===== config.mk =====
export PLATFORM = sky130hd
export DESIGN_NAME = priority_ordered_queue_top
export DESIGN_NICKNAME = d
export VERILOG_FILES = /design/src/rtl/poq_pkg.sv /design/src/rtl/poq_cell.sv /design/src/rtl/priority_ordered_queue_top.sv
export SDC_FILE = /design/constraint.sdc
export NUM_CORES = 2
export LEC_CHECK = 0
export BUFFER_PORTS_ARGS = -buffer_cell sky130_fd_sc_hd__buf_4
export CORE_MARGIN = 5
export CORE_UTILIZATION = 59
export CTS_CLUSTER_DIAMETER = 120
export DETAILED_ROUTE_END_ITERATION = 10
export PLACE_DENSITY = 0.76
export SLEW_MARGIN = 20
export SYNTH_ARGS = -nofsm -noshare
export SYNTH_HDL_FRONTEND = slang
export SYNTH_SLANG_ARGS = --single-unit

===== constraint.sdc =====
create_clock -name clk_i -period 6.5 [get_ports clk_i]
set_clock_uncertainty 0.2 [all_clocks]
set_input_delay 0.65 -clock clk_i [delete_from_list [all_inputs] [get_ports clk_i]]
set_output_delay 0.65 -clock clk_i [all_outputs]
set_load 0.01 [all_outputs]

===== src/rtl/poq_pkg.sv =====
`timescale 1ns / 1ps
// poq_pkg: shared types and codes for the priority ordered queue
// used by poq_cell, priority_ordered_queue_top and poq_checker
package poq_pkg;

  localparam int unsigned QueueDepthDef = 16;
  localparam int unsigned IdW           = 8;
  localparam int unsigned PriW          = 16;
  localparam int unsigned OccW          = 5;

  typedef enum logic [2:0] {
    K_ADD_SORTED = 3'd0,
    K_ADD_HEAD   = 3'd1,
    K_ADD_TAIL   = 3'd2,
    K_REM_HEAD   = 3'd3,
    K_REM_TAIL   = 3'd4,
    K_REM_ID     = 3'd5
  } kind_e;

  typedef enum logic [1:0] {
    ST_OK       = 2'd0,
    ST_EMPTY    = 2'd1,
    ST_FULL     = 2'd2,
    ST_NOTFOUND = 2'd3
  } status_e;

  // how a cell locates the slot an operation acts on
  typedef enum logic [1:0] {
    PM_SEARCH = 2'd0,
    PM_HEAD   = 2'd1,
    PM_TAIL   = 2'd2,
    PM_LAST   = 2'd3
  } pos_mode_e;

  typedef enum logic [2:0] {
    S_IDLE  = 3'b001,
    S_CMP   = 3'b010,
    S_APPLY = 3'b100
  } state_e;

  typedef struct packed {
    logic [IdW-1:0]         id;
    logic signed [PriW-1:0] pri;
  } entry_t;

  typedef struct packed {
    logic      cmp_en;
    logic      upd_en;
    logic      insert;
    pos_mode_e mode;
    entry_t    key;
  } ctrl_t;

endpackage


===== src/rtl/poq_cell.sv =====
`timescale 1ns / 1ps
// poq_cell: one queue slot, compares against the request and shifts with its neighbors
// depends on poq_pkg
module poq_cell
  import poq_pkg::*;
#(
  parameter int unsigned CntW = 5,
  parameter int unsigned Idx  = 0
) (
  input  logic            clk_i,
  input  logic            rst_ni,
  input  ctrl_t           ctrl_i,
  input  logic [CntW-1:0] count_i,
  input  logic            ahead_i,
  input  entry_t          left_i,
  input  entry_t          right_i,
  output entry_t          entry_o,
  output logic            hit_o,
  output entry_t          taken_o
);

  localparam logic [CntW-1:0] IdxC = CntW'(Idx);

  entry_t entry_q, entry_d;
  logic   hit_q, hit_d;
  logic   in_use, is_pos, is_after;

  assign in_use = IdxC < count_i;

  always_comb begin
    hit_d = hit_q;
    if (ctrl_i.cmp_en) begin
      if (ctrl_i.insert) begin
        hit_d = in_use && (ctrl_i.key.pri < entry_q.pri);
      end else begin
        hit_d = in_use && (ctrl_i.key.id == entry_q.id);
      end
    end
  end

  always_comb begin
    unique case (ctrl_i.mode)
      PM_SEARCH: begin
        is_pos   = hit_q && !ahead_i;
        is_after = ahead_i;
      end
      PM_HEAD: begin
        is_pos   = (IdxC == '0);
        is_after = (IdxC != '0);
      end
      PM_TAIL: begin
        is_pos   = (IdxC == count_i);
        is_after = (IdxC > count_i);
      end
      PM_LAST: begin
        is_pos   = (IdxC + CntW'(1) == count_i);
        is_after = (IdxC >= count_i);
      end
      default: begin
        is_pos   = 1'b0;
        is_after = 1'b0;
      end
    endcase
  end

  always_comb begin
    entry_d = entry_q;
    if (ctrl_i.upd_en) begin
      if (ctrl_i.insert) begin
        if (is_pos) begin
          entry_d = ctrl_i.key;
        end else if (is_after) begin
          entry_d = left_i;
        end
      end else if (is_pos || is_after) begin
        entry_d = right_i;
      end
    end
  end

  always_ff @(posedge clk_i or negedge rst_ni) begin
    if (!rst_ni) begin
      hit_q <= 1'b0;
    end else begin
      hit_q <= hit_d;
    end
  end

  always_ff @(posedge clk_i) begin
    entry_q <= entry_d;
  end

  assign entry_o = entry_q;
  assign hit_o   = hit_q;
  assign taken_o = is_pos ? entry_q : '0;

endmodule


===== src/rtl/priority_ordered_queue_top.sv =====
`timescale 1ns / 1ps
// priority_ordered_queue_top: bounded ordered queue built from a chain of poq_cell slots
// depends on poq_pkg and poq_cell
//
// Each operation proceeds in order: the transfer latches the request, in S_CMP
// every cell compares its entry with the request in parallel, and in S_APPLY, once the
// output register is free, the chain resolves the first matching slot and shifts
// entries one slot toward head or tail while the result is written to the output
// register. A new request is taken once the block is back in idle, even while the
// previous result still waits for out_ready_i. Occupancy is reported modulo 32.
module priority_ordered_queue_top
  import poq_pkg::*;
#(
  parameter int unsigned QUEUE_DEPTH = QueueDepthDef
) (
  input  logic                   clk_i,
  input  logic                   rst_ni,
  input  logic                   in_valid_i,
  output logic                   in_ready_o,
  input  logic [2:0]             kind_i,
  input  logic [IdW-1:0]         node_id_i,
  input  logic signed [PriW-1:0] priority_req_i,
  output logic                   out_valid_o,
  input  logic                   out_ready_i,
  output logic [1:0]             status_o,
  output logic [IdW-1:0]         taken_id_o,
  output logic signed [PriW-1:0] taken_priority_o,
  output logic [OccW-1:0]        occupancy_o
);

  localparam int unsigned CntW = $clog2(QUEUE_DEPTH + 1);
  localparam logic [CntW-1:0] Full = CntW'(QUEUE_DEPTH);

  state_e          state_q, state_d;
  logic [2:0]      kind_q;
  entry_t          key_q;
  logic [CntW-1:0] count_q, count_d;

  logic            out_valid_q;
  logic [1:0]      status_q, status_d;
  entry_t          taken_q, taken_d;
  logic [OccW-1:0] occ_q;

  ctrl_t                  ctrl;
  logic [QUEUE_DEPTH-1:0] hits;
  entry_t                 cells   [QUEUE_DEPTH];
  entry_t                 takens  [QUEUE_DEPTH];
  logic                   found, out_free, op_ok, is_add, is_rem;
  logic                   in_xfer, apply;
  entry_t                 taken_or;

  assign in_ready_o = (state_q == S_IDLE);
  assign in_xfer    = in_valid_i && in_ready_o;
  assign out_free   = !out_valid_q || out_ready_i;
  assign apply      = (state_q == S_APPLY) && out_free;
  assign found      = |hits;
  assign is_add     = (kind_q == K_ADD_SORTED) || (kind_q == K_ADD_HEAD)
                   || (kind_q == K_ADD_TAIL);
  assign is_rem     = (kind_q == K_REM_HEAD) || (kind_q == K_REM_TAIL)
                   || (kind_q == K_REM_ID);

  always_comb begin
    status_d = ST_OK;
    op_ok    = 1'b0;
    if (is_add) begin
      if (count_q >= Full) begin
        status_d = ST_FULL;
      end else begin
        op_ok = 1'b1;
      end
    end else if (is_rem) begin
      if (count_q == '0) begin
        status_d = ST_EMPTY;
      end else if ((kind_q == K_REM_ID) && !found) begin
        status_d = ST_NOTFOUND;
      end else begin
        op_ok = 1'b1;
      end
    end
  end

  always_comb begin
    ctrl.cmp_en = (state_q == S_CMP);
    ctrl.upd_en = apply && op_ok;
    ctrl.insert = is_add || (kind_q == K_ADD_SORTED);
    ctrl.key    = key_q;
    unique case (kind_q)
      K_ADD_SORTED: ctrl.mode = found ? PM_SEARCH : PM_TAIL;
      K_ADD_HEAD:   ctrl.mode = PM_HEAD;
      K_ADD_TAIL:   ctrl.mode = PM_TAIL;
      K_REM_HEAD:   ctrl.mode = PM_HEAD;
      K_REM_TAIL:   ctrl.mode = PM_LAST;
      K_REM_ID:     ctrl.mode = PM_SEARCH;
      default:      ctrl.mode = PM_HEAD;
    endcase
  end

  for (genvar i = 0; i < QUEUE_DEPTH; i++) begin : g_cell
    localparam logic [QUEUE_DEPTH-1:0] LowMask =
      (QUEUE_DEPTH'(1) << i) - QUEUE_DEPTH'(1);
    entry_t left, right;
    logic   ahead;

    assign ahead = |(hits & LowMask);
    assign left  = (i == 0) ? '0 : cells[(i == 0) ? 0 : i - 1];
    assign right = (i == QUEUE_DEPTH - 1) ? '0
                 : cells[(i == QUEUE_DEPTH - 1) ? i : i + 1];

    poq_cell #(
      .CntW (CntW),
      .Idx  (i)
    ) u_cell (
      .clk_i   (clk_i),
      .rst_ni  (rst_ni),
      .ctrl_i  (ctrl),
      .count_i (count_q),
      .ahead_i (ahead),
      .left_i  (left),
      .right_i (right),
      .entry_o (cells[i]),
      .hit_o   (hits[i]),
      .taken_o (takens[i])
    );
  end

  always_comb begin
    taken_or = '0;
    for (int unsigned i = 0; i < QUEUE_DEPTH; i++) begin
      taken_or = taken_or | takens[i];
    end
  end

  always_comb begin
    taken_d = (is_rem && op_ok) ? taken_or : '0;
    count_d = count_q;
    if (apply && op_ok) begin
      count_d = is_add ? count_q + CntW'(1) : count_q - CntW'(1);
    end
  end

  always_comb begin
    state_d = state_q;
    unique case (state_q)
      S_IDLE:  if (in_xfer) state_d = S_CMP;
      S_CMP:   state_d = S_APPLY;
      S_APPLY: if (out_free) state_d = S_IDLE;
      default: state_d = S_IDLE;
    endcase
  end

  always_ff @(posedge clk_i or negedge rst_ni) begin
    if (!rst_ni) begin
      state_q     <= S_IDLE;
      count_q     <= '0;
      out_valid_q <= 1'b0;
    end else begin
      state_q <= state_d;
      count_q <= count_d;
      if (apply) begin
        out_valid_q <= 1'b1;
      end else if (out_ready_i) begin
        out_valid_q <= 1'b0;
      end
    end
  end

  always_ff @(posedge clk_i) begin
    if (in_xfer) begin
      kind_q     <= kind_i;
      key_q.id   <= node_id_i;
      key_q.pri  <= priority_req_i;
    end
    if (apply) begin
      status_q <= status_d;
      taken_q  <= taken_d;
      occ_q    <= OccW'(count_d);
    end
  end

  assign out_valid_o      = out_valid_q;
  assign status_o         = status_q;
  assign taken_id_o       = taken_q.id;
  assign taken_priority_o = taken_q.pri;
  assign occupancy_o      = occ_q;

endmodule


==> reports/qor.yml <==
run_status:
  outcome: "completed"
timing:
  fin_crit_ns: 4.87
  maxSlewViolCount: 0
  finalCritPeriodShare: 0.749
  grt_setup_unrepaired: "false"
  setup_viol: 0
  setup_tns_ns: 0
  tightest_slew_ns: 1.20
  timing.hold.ws_ns: 0.0382
  finalHoldViolations: 0
  max_slew_margin: 0.200
  fmax_ghz: 0.205
layout:
  syn2layout_area_growth_pct: 9.66
  regArea_mm2: 0.0139
  nets: 3967
  drive_above_1_share: 0.0795
  multi_input_area_mm2: 0.0175
  design_area_mm2: 0.0367
  antennaDiodeCount: 0
  fillCellCount: 4668
die:
  die_w_um: 248
  rows: 87
  core_area_mm2: 0.0563
  initial_core_util: 0.594
  ios: 64
  die_h_um: 248
  die-area_mm2: 0.0615
clock_tree:
  ctsResizeCount: 0
  cts_buffers: 53
  insertion_delay_ns: 0.66
  clk_transition_reported_paths_ns: 0.06
  tritoncts: "built"
  cts_setup_buffers: 0
  clock_path_buffers: 3
  root_buffer: "clkbuf_16"
  htreeDepth: 2
  cts_hold_buf: 28
  cts.sinks: 467
power:
  vdd_drop_max_v: 0.000314
  p_per_area_mw_per_mm2: 294
  cellLeakagePower_nw: 14.4
synthesis:
  synth_top_area_frac: 0.397
  synth_seq_cells: 467
  netlist_area_mm2: 0.0334
  synth_ff_type: "edfxtp_1"
  syn_inst: 3742
  synth-seq-area-share: 0.416
  synth_enable_flop_cells: 442
  yosysWarnings: 0
  yosysTopAreaCell: "edfxtp_1"
  netlist_top_cells_count: "558 x nand2_1, 442 x edfxtp_1, 354 x nor2_1"
  syn_avg_cell_area_um2: 8.93
  syn-num-nets: 4018
  synthTopCellsByArea: "edfxtp_1 40%, ha_1 9.2%, nand2_1 6.3%"
  synth.most_common_cell: "nand2_1"
  ys_async_sr_fraction: 0.0535
  synth_cell_types: 89
place:
  portBuffers: 63
  dpl.hpwl_um: 81700
  place_area_mm2: 0.0345
  gp_congestion: 0.990
worst_setup_path:
  rr_worst_depth: 8
  rrSetupSlack_ns: 1.63
  cp_data_required_time_ns: 6.62
  crit_end: "g_cell[8].u_cell.entry_o[19]$_DFFE_PP_"
  critPathLaunchType: "flip-flop"
  crit_fanout: 25
  r2r_start: "g_cell[0].u_cell.hit_o$_DFFE_PN0P_"
  crit_arrival_ns: 5.00
  critPathKind: "flip-flop to flip-flop"
  r2r-end: "g_cell[8].u_cell.entry_o[19]$_DFFE_PP_"
  critPathCaptureType: "flip-flop"
  crit_start: "g_cell[0].u_cell.hit_o$_DFFE_PN0P_"
global_route:
  grt_pass1_wl_um: 181000
  grt-ovfl-total: 0
  grtUsageTotal: 0.391
  grt_max_degree: 176
  grt_pass1_vias: 28557
  antenna_found_initial: 2
worst_hold_path:
  worstHoldPathType: "input port to flip-flop"
job:
  drv_cap: 0
route:
  drt_pass1_iterations: 7
  drtIter0Drc: 5226
  drc_errors: 0
  wire_per_inst_um: 27.5
  wl_um: 123000
  postRouteAntennaNets: 0
  via_count: 30656
  avgViaCountPerCell: 6.83
## worst min path at each step
| stage | depth (start not counted) | startpoint | endpoint | slack [ns] |
|---|---|---|---|---|
| 4_1_cts | 2 | in_valid_i | state_q[1]$_DFFE_PN0P_ | 0.03 |
| 6_report | 2 | in_valid_i | state_q[1]$_DFFE_PN0P_ | 0.04 |
| 5_1_grt | 2 | in_valid_i | state_q[1]$_DFFE_PN0P_ | 0.05 |
| 3_5_place_dp | 2 | g_cell[4].u_cell.entry_o[1]$_DFFE_PP_ | g_cell[3].u_cell.entry_o[1]$_DFFE_PP_ | 0.34 |
| 2_1_floorplan | 0 | rst_ni | count_q[0]$_DFF_PN0_ | 0.15 |
| 3_3_place_gp | 1 | state_q[0]$_DFFE_PN1P_ | state_q[2]$_DFFE_PN0P_ | 0.32 |
## worst max-delay path, cell delays in order, from the launching register on
cell and delay, ns:
dfrtp_1 0.50, or4_1 0.72, nor4_4 0.66, a211oi_1 0.34, nor2_1 0.23, a32o_2 0.21, inv_2 0.37, a21oi_4 0.86
buf_4 0.43
## registers in the layout, summed over array words and instances (netlist names)
name and count:
kind_q 3, occupancy_o 5, g_cell.u_cell.hit_o 16, count_q 5, g_cell.u_cell.entry_o 384, state_q 3
taken_id_o 8, out_valid_o 1, taken_priority_o 16, status_o 2, ctrl 24
## logic make-up (layout without fill, tap and decap cells)
| group | after synthesis | in the layout | synth area share |
|---|---|---|---|
| buffers and inverters | 562 | 555 | 0.0697 |
| XOR/XNOR | 133 | 133 | 0.0349 |
| adder cells (fa/ha/maj) | 246 | 246 | 0.0920 |
| AND/OR/NAND/NOR | 1150 | 1150 | 0.150 |
| multiplexers | 112 | 112 | 0.0336 |
| AO/OA/AOI/OAI | 1072 | 1072 | 0.204 |
| flip-flops | 467 | 467 | 0.416 |
## report_power, final
group,total (W),switching [W],internal [W]
registers,0.00388,0.000247,0.00363
logic,0.00373,0.00254,0.00118
clock network,0.00316,0.00136,0.00180
## per-stage QoR
| step | worst slack (ns) | total power (W) | instances | utilization |
|---|---|---|---|---|
| global route | 1.55 | 0.0112 | 4491 | 0.651 |
| CTS | 1.82 | 0.0106 | 4488 | 0.650 |
| detailed placement | 1.86 | 0.00748 | 4361 | 0.613 |
| global placement | 1.83 | 0.00742 | 4361 | 0.613 |
| finish | 1.63 | 0.0108 | 4491 | 0.651 |
| floorplan | 2.04 | 0.00631 | 3742 | - |
## per-layer routing
| metal | vias to the layer above | global-route usage | part of all wire |
|---|---|---|---|
| met5 | - | 0 | 0 |
| met4 | 0 | 0.204 | 0.065 |
| met3 | 485 | 0.116 | 0.14 |
| met2 | 2356 | 0.577 | 0.43 |
| met1 | 14379 | 0.523 | 0.37 |
| li1 | 13436 | - | - |
## area by class of cell
| type | count | area share |
|---|---|---|
| multi-input combinational | 2713 | 0.477 |
| sequential | 467 | 0.379 |
| timing repair buffer | 183 | 0.0419 |
| clock buffer | 65 | 0.0380 |
| inverter | 273 | 0.0280 |
| tap | 756 | 0.0258 |
| clock inverter | 34 | 0.0104 |
## cells in the final DEF (no fill, tap or decap), types with 28 or more instances in the layout
cell,synthesis,routed
nand2_1,558,556
o21ai_0,247,247
a31oi_1,135,135
xor2_1,81,81
nor2_1,354,342
o21ai_1,55,52
ha_1,245,245
inv_1,269,269
a211oi_1,28,28
a21oi_1,248,241
clkbuf_16,0,53
nor4_1,31,31
dlygate4sd3_1,0,28
buf_4,12,149
a22oi_1,67,67
edfxtp_1,442,442
a21o_1,59,59
xnor2_1,52,52
a22o_1,40,40
mux2i_1,111,111
a221oi_1,30,30
nor3_1,30,30
nand4_1,42,42
Power figures use the tool's default switching activity.
